==> src/rtl/pvm_pkg.sv <==
// Shared definitions for the partition volume map: op and status codes,
// sequencer states and default sizing. No dependencies.
package pvm_pkg;

  localparam int MaxVolsDefault = 16;

  localparam logic [1:0] OP_CLEAR  = 2'd0;
  localparam logic [1:0] OP_ENTRY  = 2'd1;
  localparam logic [1:0] OP_ACCESS = 2'd2;

  localparam logic [2:0] ST_OK        = 3'd0;
  localparam logic [2:0] ST_ZERO_GUID = 3'd1;
  localparam logic [2:0] ST_ZERO_LBAS = 3'd2;
  localparam logic [2:0] ST_INVERTED  = 3'd3;
  localparam logic [2:0] ST_FULL      = 3'd4;
  localparam logic [2:0] ST_BAD_VOL   = 3'd5;
  localparam logic [2:0] ST_OOB       = 3'd6;

  typedef enum logic [6:0] {
    S_IDLE = 7'b0000001,
    S_SUB  = 7'b0000010,
    S_INC  = 7'b0000100,
    S_SUM  = 7'b0001000,
    S_CMP  = 7'b0010000,
    S_ABS  = 7'b0100000,
    S_DONE = 7'b1000000
  } pvm_state_t;

endpackage

==> src/rtl/pvm_ram.sv <==
// Generic single-write, single-read RAM with registered read data.
// No dependencies.
module pvm_ram #(
  parameter int WIDTH = 128,
  parameter int DEPTH = 16
) (
  input  logic                                   clk,
  input  logic                                   we,
  input  logic [((DEPTH > 1) ? $clog2(DEPTH) : 1)-1:0] waddr,
  input  logic [WIDTH-1:0]                       wdata,
  input  logic [((DEPTH > 1) ? $clog2(DEPTH) : 1)-1:0] raddr,
  output logic [WIDTH-1:0]                       rdata
);

  logic [WIDTH-1:0] mem [DEPTH];

  always_ff @(posedge clk) begin
    if (we) begin
      mem[waddr] <= wdata;
    end
    rdata <= mem[raddr];
  end

endmodule

==> src/rtl/partition_volume_map_core.sv <==
// Partition volume map top level: sequencer around one shared 65-bit adder
// and a start/size table held in pvm_ram. Depends on pvm_pkg and pvm_ram.
//
//  channel | direction | handshake          | payload
//  in_     | input     | in_valid/in_stall   | op, GUID, LBAs, index, offset, count, dir
//  out_    | output    | out_valid/out_stall | status, slot, size, drive LBA, dir, count
//
// Clear and unused ops go straight to the final step; entry runs subtract and
// increment, access runs sum, compare and absolute (a bad volume index ends
// after the sum). A finished result is held in the output register, so the
// next item is taken while it waits; the sequencer holds in its last step
// only when the output register is still full and stalled. Reset is
// synchronous, active low, and empties the table at once.
module partition_volume_map_core
  import pvm_pkg::*;
#(
  parameter int MAX_VOLS = MaxVolsDefault
) (
  input  logic        clk,
  input  logic        rst_n,
  input  logic        in_valid,
  output logic        in_stall,
  input  logic [1:0]  in_op,
  input  logic [63:0] in_type_guid_high,
  input  logic [63:0] in_type_guid_low,
  input  logic [63:0] in_first_lba,
  input  logic [63:0] in_last_lba,
  input  logic [7:0]  in_volume_index,
  input  logic [63:0] in_relative_lba,
  input  logic [15:0] in_sector_count,
  input  logic        in_is_write,
  output logic        out_valid,
  input  logic        out_stall,
  output logic [2:0]  out_status,
  output logic [3:0]  out_assigned_volume,
  output logic [63:0] out_volume_size,
  output logic [63:0] out_drive_lba,
  output logic        out_write_out,
  output logic [4:0]  out_volumes_held
);

  localparam int AW = (MAX_VOLS > 1) ? $clog2(MAX_VOLS) : 1;
  localparam int TW = $clog2(MAX_VOLS + 1);
  localparam logic [TW-1:0] MaxVolsT = TW'(MAX_VOLS);

  pvm_state_t  state_r, state_nxt;
  logic [TW-1:0] total_r, total_nxt;
  logic        out_valid_r, out_valid_nxt;

  logic [1:0]  op_r;
  logic [63:0] ghi_r, glo_r, first_r, last_r, rel_r;
  logic [7:0]  idx_r;
  logic [15:0] cnt_r;
  logic        wr_r;
  logic [2:0]  status_r, status_nxt;
  logic [64:0] acc_r, acc_nxt;

  logic [2:0]  ostatus_r;
  logic [3:0]  oslot_r;
  logic [63:0] osize_r, oabs_r;
  logic        owr_r;
  logic [4:0]  oheld_r;

  logic [64:0] alu_a, alu_b;
  logic        alu_cin;
  logic [65:0] alu_res;

  logic        ram_we;
  logic [127:0] ram_rdata;
  logic        in_acc, load_out, bad_vol, entry_ok, access_ok;

  assign in_acc   = in_valid && !in_stall;
  assign in_stall = (state_r != S_IDLE);
  assign load_out = (state_r == S_DONE) && (!out_valid_r || !out_stall);
  assign bad_vol  = 9'(idx_r) >= 9'(total_r);
  assign entry_ok = (op_r == OP_ENTRY) && (status_r == ST_OK);
  assign access_ok = (op_r == OP_ACCESS) && (status_r == ST_OK);
  assign ram_we   = load_out && entry_ok;

  pvm_ram #(
    .WIDTH(128),
    .DEPTH(MAX_VOLS)
  ) u_table (
    .clk  (clk),
    .we   (ram_we),
    .waddr(total_r[AW-1:0]),
    .wdata({first_r, acc_r[63:0]}),
    .raddr(idx_r[AW-1:0]),
    .rdata(ram_rdata)
  );

  always_comb begin
    alu_a   = '0;
    alu_b   = '0;
    alu_cin = 1'b0;
    case (state_r)
      S_SUB: begin
        alu_a   = {1'b0, last_r};
        alu_b   = ~{1'b0, first_r};
        alu_cin = 1'b1;
      end
      S_INC: begin
        alu_a   = {1'b0, acc_r[63:0]};
        alu_cin = 1'b1;
      end
      S_SUM: begin
        alu_a = {1'b0, rel_r};
        alu_b = {49'd0, cnt_r};
      end
      S_CMP: begin
        alu_a   = {1'b0, ram_rdata[63:0]};
        alu_b   = ~acc_r;
        alu_cin = 1'b1;
      end
      S_ABS: begin
        alu_a = {1'b0, ram_rdata[127:64]};
        alu_b = {1'b0, rel_r};
      end
      default: begin
        alu_a = '0;
      end
    endcase
    alu_res = {1'b0, alu_a} + {1'b0, alu_b} + {65'd0, alu_cin};
  end

  always_comb begin
    state_nxt  = state_r;
    status_nxt = status_r;
    acc_nxt    = acc_r;
    total_nxt  = total_r;
    case (state_r)
      S_IDLE: begin
        if (in_acc) begin
          status_nxt = ST_OK;
          case (in_op)
            OP_ENTRY:  state_nxt = S_SUB;
            OP_ACCESS: state_nxt = S_SUM;
            default:   state_nxt = S_DONE;
          endcase
        end
      end
      S_SUB: begin
        acc_nxt = alu_res[64:0];
        if ((ghi_r | glo_r) == 64'd0) begin
          status_nxt = ST_ZERO_GUID;
        end else if ((first_r | last_r) == 64'd0) begin
          status_nxt = ST_ZERO_LBAS;
        end else if (!alu_res[65]) begin
          status_nxt = ST_INVERTED;
        end else if (total_r >= MaxVolsT) begin
          status_nxt = ST_FULL;
        end
        state_nxt = S_INC;
      end
      S_INC: begin
        acc_nxt   = alu_res[64:0];
        state_nxt = S_DONE;
      end
      S_SUM: begin
        acc_nxt = alu_res[64:0];
        if (bad_vol) begin
          status_nxt = ST_BAD_VOL;
          state_nxt  = S_DONE;
        end else begin
          state_nxt = S_CMP;
        end
      end
      S_CMP: begin
        if (!alu_res[65]) begin
          status_nxt = ST_OOB;
        end
        state_nxt = S_ABS;
      end
      S_ABS: begin
        acc_nxt   = alu_res[64:0];
        state_nxt = S_DONE;
      end
      S_DONE: begin
        if (load_out) begin
          if (op_r == OP_CLEAR) begin
            total_nxt = '0;
          end else if (entry_ok) begin
            total_nxt = total_r + TW'(1);
          end
          state_nxt = S_IDLE;
        end
      end
      default: begin
        state_nxt = S_IDLE;
      end
    endcase
  end

  always_comb begin
    out_valid_nxt = out_valid_r;
    if (load_out) begin
      out_valid_nxt = 1'b1;
    end else if (out_valid_r && !out_stall) begin
      out_valid_nxt = 1'b0;
    end
  end

  always_ff @(posedge clk) begin
    if (!rst_n) begin
      state_r     <= S_IDLE;
      total_r     <= '0;
      out_valid_r <= 1'b0;
    end else begin
      state_r     <= state_nxt;
      total_r     <= total_nxt;
      out_valid_r <= out_valid_nxt;
    end
  end

  always_ff @(posedge clk) begin
    status_r <= status_nxt;
    acc_r    <= acc_nxt;
    if (in_acc) begin
      op_r    <= in_op;
      ghi_r   <= in_type_guid_high;
      glo_r   <= in_type_guid_low;
      first_r <= in_first_lba;
      last_r  <= in_last_lba;
      idx_r   <= in_volume_index;
      rel_r   <= in_relative_lba;
      cnt_r   <= in_sector_count;
      wr_r    <= in_is_write;
    end
    if (load_out) begin
      ostatus_r <= status_r;
      oslot_r   <= entry_ok ? 4'(total_r) : 4'd0;
      osize_r   <= entry_ok ? acc_r[63:0] : 64'd0;
      oabs_r    <= access_ok ? acc_r[63:0] : 64'd0;
      owr_r     <= access_ok ? wr_r : 1'b0;
      oheld_r   <= 5'(total_nxt);
    end
  end

  assign out_valid           = out_valid_r;
  assign out_status          = ostatus_r;
  assign out_assigned_volume = oslot_r;
  assign out_volume_size     = osize_r;
  assign out_drive_lba       = oabs_r;
  assign out_write_out       = owr_r;
  assign out_volumes_held    = oheld_r;

  a_total_bound: assert property (@(posedge clk) disable iff (!rst_n)
    total_r <= MaxVolsT)
    else $error("volume count exceeds table depth");

  a_write_room: assert property (@(posedge clk) disable iff (!rst_n)
    ram_we |-> (total_r < MaxVolsT))
    else $error("table write with no free slot");

  a_result_from_done: assert property (@(posedge clk) disable iff (!rst_n)
    $rose(out_valid_r) |-> $past(state_r == S_DONE))
    else $error("result beat raised outside the final step");

  a_entry_starts_sub: assert property (@(posedge clk) disable iff (!rst_n)
    (in_acc && in_op == OP_ENTRY) |=> (state_r == S_SUB))
    else $error("entry beat did not start the subtract step");

endmodule
==> config.mk <==
export PLATFORM = sky130hd
export DESIGN_NAME = partition_volume_map_core
export DESIGN_NICKNAME = d
export VERILOG_FILES = /design/src/rtl/pvm_pkg.sv /design/src/rtl/pvm_ram.sv /design/src/rtl/partition_volume_map_core.sv
export SDC_FILE = /design/constraint.sdc
export NUM_CORES = 2
export LEC_CHECK = 0
export BUFFER_PORTS_ARGS = -buffer_cell sky130_fd_sc_hd__buf_2
export CAP_MARGIN = 20
export CELL_PAD_IN_SITES_DETAIL_PLACEMENT = 0
export CELL_PAD_IN_SITES_GLOBAL_PLACEMENT = 1
export CORE_MARGIN = 2
export CORE_UTILIZATION = 54
export DETAILED_ROUTE_END_ITERATION = 8
export GPL_TIMING_DRIVEN = 0
export PLACE_DENSITY_LB_ADDON = 0.1
export REMOVE_ABC_BUFFERS = 1
export SLEW_MARGIN = 20
export SYNTH_ARGS = -nofsm -noshare
export SYNTH_HDL_FRONTEND = slang
export SYNTH_HIERARCHICAL = 1
export SYNTH_SLANG_ARGS = --single-unit
==> constraint.sdc <==
create_clock -name clk -period 20.7 [get_ports clk]
set_clock_uncertainty 0.2 [all_clocks]
set_input_delay 1.035 -clock clk [delete_from_list [all_inputs] [get_ports clk]]
set_output_delay 1.035 -clock clk [all_outputs]
set_load 0.01 [all_outputs]
==> flow_summary.json <==
{
  "cts_inserted_buffers": 294,
  "synth-main-ff-cell": "edfxtp_1",
  "cts_tree": "built",
  "dieArea_sq_mm": 0.198,
  "antenna_found_initial": 10,
  "post_cts_buffers": 0,
  "final.period_utilization_pct": 33.1,
  "crit_path_start_kind": "flip-flop",
  "grtUsageTotal_pct": 28.9,
  "fillers": 12900,
  "drtAntennaViolNets": 0,
  "gp_congestion": 0.886,
  "multi_input_area_sq_mm": 0.0227,
  "crit_top_cell": "buf_4",
  "r2r-start": "state_r[2]$_SDFFE_PN0P_",
  "drc": 0,
  "critPathMaxStageDelay_ns": 0.61,
  "synth_cell_type_count": 79,
  "first_iter_violations": 7080,
  "cts_hold_buf": 0,
  "post-synth-top-area-fraction_pct": 74.5,
  "syn_area_per_cell_sq_um": 19.9,
  "synthTopCellsByArea": "edfxtp_1 (75%), mux4_2 (10%), dfxtp_1 (2.7%)",
  "ioPinCount": 494,
  "regArea_sq_mm": 0.0810,
  "synth_warnings": 6,
  "max_freq_ghz": 0.146,
  "final_cell_mix": "edfxtp_1 (2604), buf_2 (493), mux4_2 (476)",
  "grt_max_degree": 60,
  "yosys.area.top_type": "edfxtp_1",
  "area_delta_synth_final_pct": 19.7,
  "dp_slack_ns": 14.01,
  "min_to": "last_r[10]$_DFFE_PP_",
  "slew_violations": 0,
  "critPathCaptureType": "flip-flop",
  "synth_edf_count": 2604,
  "ff2ff_setup_slack_ns": 13.84,
  "clock-root-buffer": "clkbuf_16",
  "dieWidth_um": 445,
  "min_path_cells": 1,
  "firstDrtPassIters": 8,
  "synthCells": 5268,
  "cts_resized": 0,
  "hold_viol_final": 0,
  "routedWlPerCell_um": 32.0,
  "worstHoldPathType": "input pin to flip-flop",
  "tns_ns": 0,
  "clock_path_buffers": 4,
  "critPathBufInv": 6,
  "path_class": "flip-flop to flip-flop",
  "vias": 57200,
  "worstPathCellList": "nor4_1, nand2b_1, nor3b_2, buf_4, buf_4, buf_4, buf_6, buf_4, buf_4, a222oi_1, nand2_1, ha_1, a211oi_1, o21bai_2, o211ai_1, a31oi_1, a311o_1, a31oi_2, nor3_1, o21ai_1, o2111a_1",
  "worst_slew_pin_slew_ns": 1.11,
  "p_leak_nw": 42.7,
  "path_clk_slew_ns": 0.06,
  "io_buffers": 493,
  "ys_seq_area_share_pct": 77.2,
  "final_common_cell": "edfxtp_1",
  "grt_pass1_wl_mm": 407,
  "std_cell_rows": 161,
  "setup_slack_ns": 13.84,
  "start_util_pct": 54.4,
  "htree_levels": 5,
  "path_depth": 21,
  "critical_path.top_delay_family": "compound AO/OA/AOI/OAI gates",
  "syn_area_sq_mm": 0.105,
  "vias_per_cell": 6.40,
  "relSlewSlack_pct": 25.1,
  "crit_fanout": 9,
  "synthArstFlopShare_pct": 0,
  "grt_overflow": 0,
  "hpwl_mm": 199,
  "drt_wl_total_mm": 286,
  "grt_pass1_vias": 56900,
  "die_height_um": 445,
  "coreArea_sq_mm": 0.193,
  "p_total_mw": 12.3,
  "max_cap_viol_count": 0,
  "nets": 6607,
  "outcome": "complete, no violations",
  "power.density_mw_per_mm2": 97.8,
  "clock_latency_ns": 0.94,
  "worstPathRequired_ns": 21.13,
  "r2r_cells": 21,
  "grt_setup_unrepaired": "false",
  "r2r_end": "status_r[1]$_DFFE_PP_",
  "layout_min_cycle_time_ns": 6.86,
  "min_from": "in_last_lba[10]",
  "drive_gt1_share_pct": 28.8,
  "ys_ff_latch": 2745,
  "setup_violations": 0,
  "crit_slowest_cell": "a311o_1",
  "crit_arrival_ns": 7.29,
  "clock_sinks": 2745,
  "ir_worst_vdd_v": 0.0000946
}
## stage by stage
step	hold slack (ns)	util (%)	instances	cell area, sq um
floorplan	0.217	-	4983	104000
finish	0.0724	65.1	8935	126000
CTS	0.0181	65.1	8927	126000
global route	0.0423	65.1	8929	126000
global placement	0.287	56.6	8002	109000
detailed placement	0.283	60.3	8413	116000
## registers in the layout, summed over array words and instances (netlist names), 2 cells and up
| name | count |
|---|---|
| out_drive_lba | 64 |
| ghi_r | 64 |
| status_r | 3 |
| op_r | 2 |
| state_r | 7 |
| out_volume_size | 64 |
| out_status | 3 |
| rel_r | 64 |
| glo_r | 64 |
| total_r | 5 |
| out_volumes_held | 5 |
| out_assigned_volume | 4 |
| first_r | 64 |
| u_table/rdata | 128 |
| idx_r | 8 |
| u_table/mem | 2048 |
| cnt_r | 16 |
| acc_r | 65 |
| last_r | 64 |
## power breakdown
group,switching [mW],internal (mW)
clock,2.08,3.01
sequential,0.167,6.25
combinational,0.407,0.361
total,2.66,9.62
## worst max path at each step
stage                                 start                    endpoint  slack (ns)
floorplan                idx_r[0]$_DFFE_PP_  u_table/rdata[103]$_DFF_P_       -0.85
CTS                 state_r[6]$_SDFFE_PN0P_         acc_r[63]$_DFFE_PP_       13.98
global route        state_r[6]$_SDFFE_PN0P_         acc_r[63]$_DFFE_PP_       13.62
detailed placement  state_r[6]$_SDFFE_PN0P_         acc_r[63]$_DFFE_PP_       14.01
finish              state_r[2]$_SDFFE_PN0P_       status_r[1]$_DFFE_PP_       13.84
global placement         idx_r[0]$_DFFE_PP_   u_table/rdata[30]$_DFF_P_      -19.32
## logic make-up (layout without fill, tap and decap cells)
group	Yosys count	count (layout)	share of synthesized area, %
AOI/OAI and AO/OA	766	766	5.40
xor gates and xnor gates	66	66	0.551
adders and majority gates	73	73	0.885
buffers and inverters	313	1446	1.39
DFF	2745	2745	77.2
muxes	561	561	11.0
other	0	8	0
and+or+nand+nor	744	744	3.52
## layout make-up
class,instances,share of cell area (%)
flip-flops and latches,2745,64.5
well taps,2526,2.52
diodes,8,0.0159
inverters,28,0.0857
multi-input cells,2210,18.1
repair buffers,904,7.41
clock inverters,128,0.934
clock buffers,386,6.42
## synthesized netlist by cell type, types with 49 or more instances
cell type	count
nor4_1	72
a222oi_1	64
edfxtp_1	2604
o221ai_1	49
nor2_1	78
nand2_1	299
mux4_2	476
a21oi_1	119
buf_2	53
clkbuf_1	183
a22oi_1	284
dfxtp_1	141
mux2i_1	85
and2_1	138
ha_1	71
## worst reg2reg max path: stages (launching register included)
cell	delay [ns]
dfxtp_1	0.35
nor4_1	0.41
nand2b_1	0.26
nor3b_2	0.41
buf_4	0.26
buf_4	0.21
buf_4	0.18
buf_6	0.17
buf_4	0.23
buf_4	0.22
a222oi_1	0.12
nand2_1	0.14
ha_1	0.26
a211oi_1	0.33
o21bai_2	0.25
o211ai_1	0.30
a31oi_1	0.27
a311o_1	0.61
a31oi_2	0.40
nor3_1	0.15
o21ai_1	0.47
o2111a_1	0.35
## per-layer routing
| metal | GRT usage (%) | wire length [um] |
|---|---|---|
| met2 | 46.2 | 137000 |
| met3 | 4.18 | 22000 |
| met4 | 11.1 | 12000 |
| met5 | 0 | 55 |
| met1 | 40.9 | 114000 |
No activity file was read; power rests on OpenSTA's default activity.
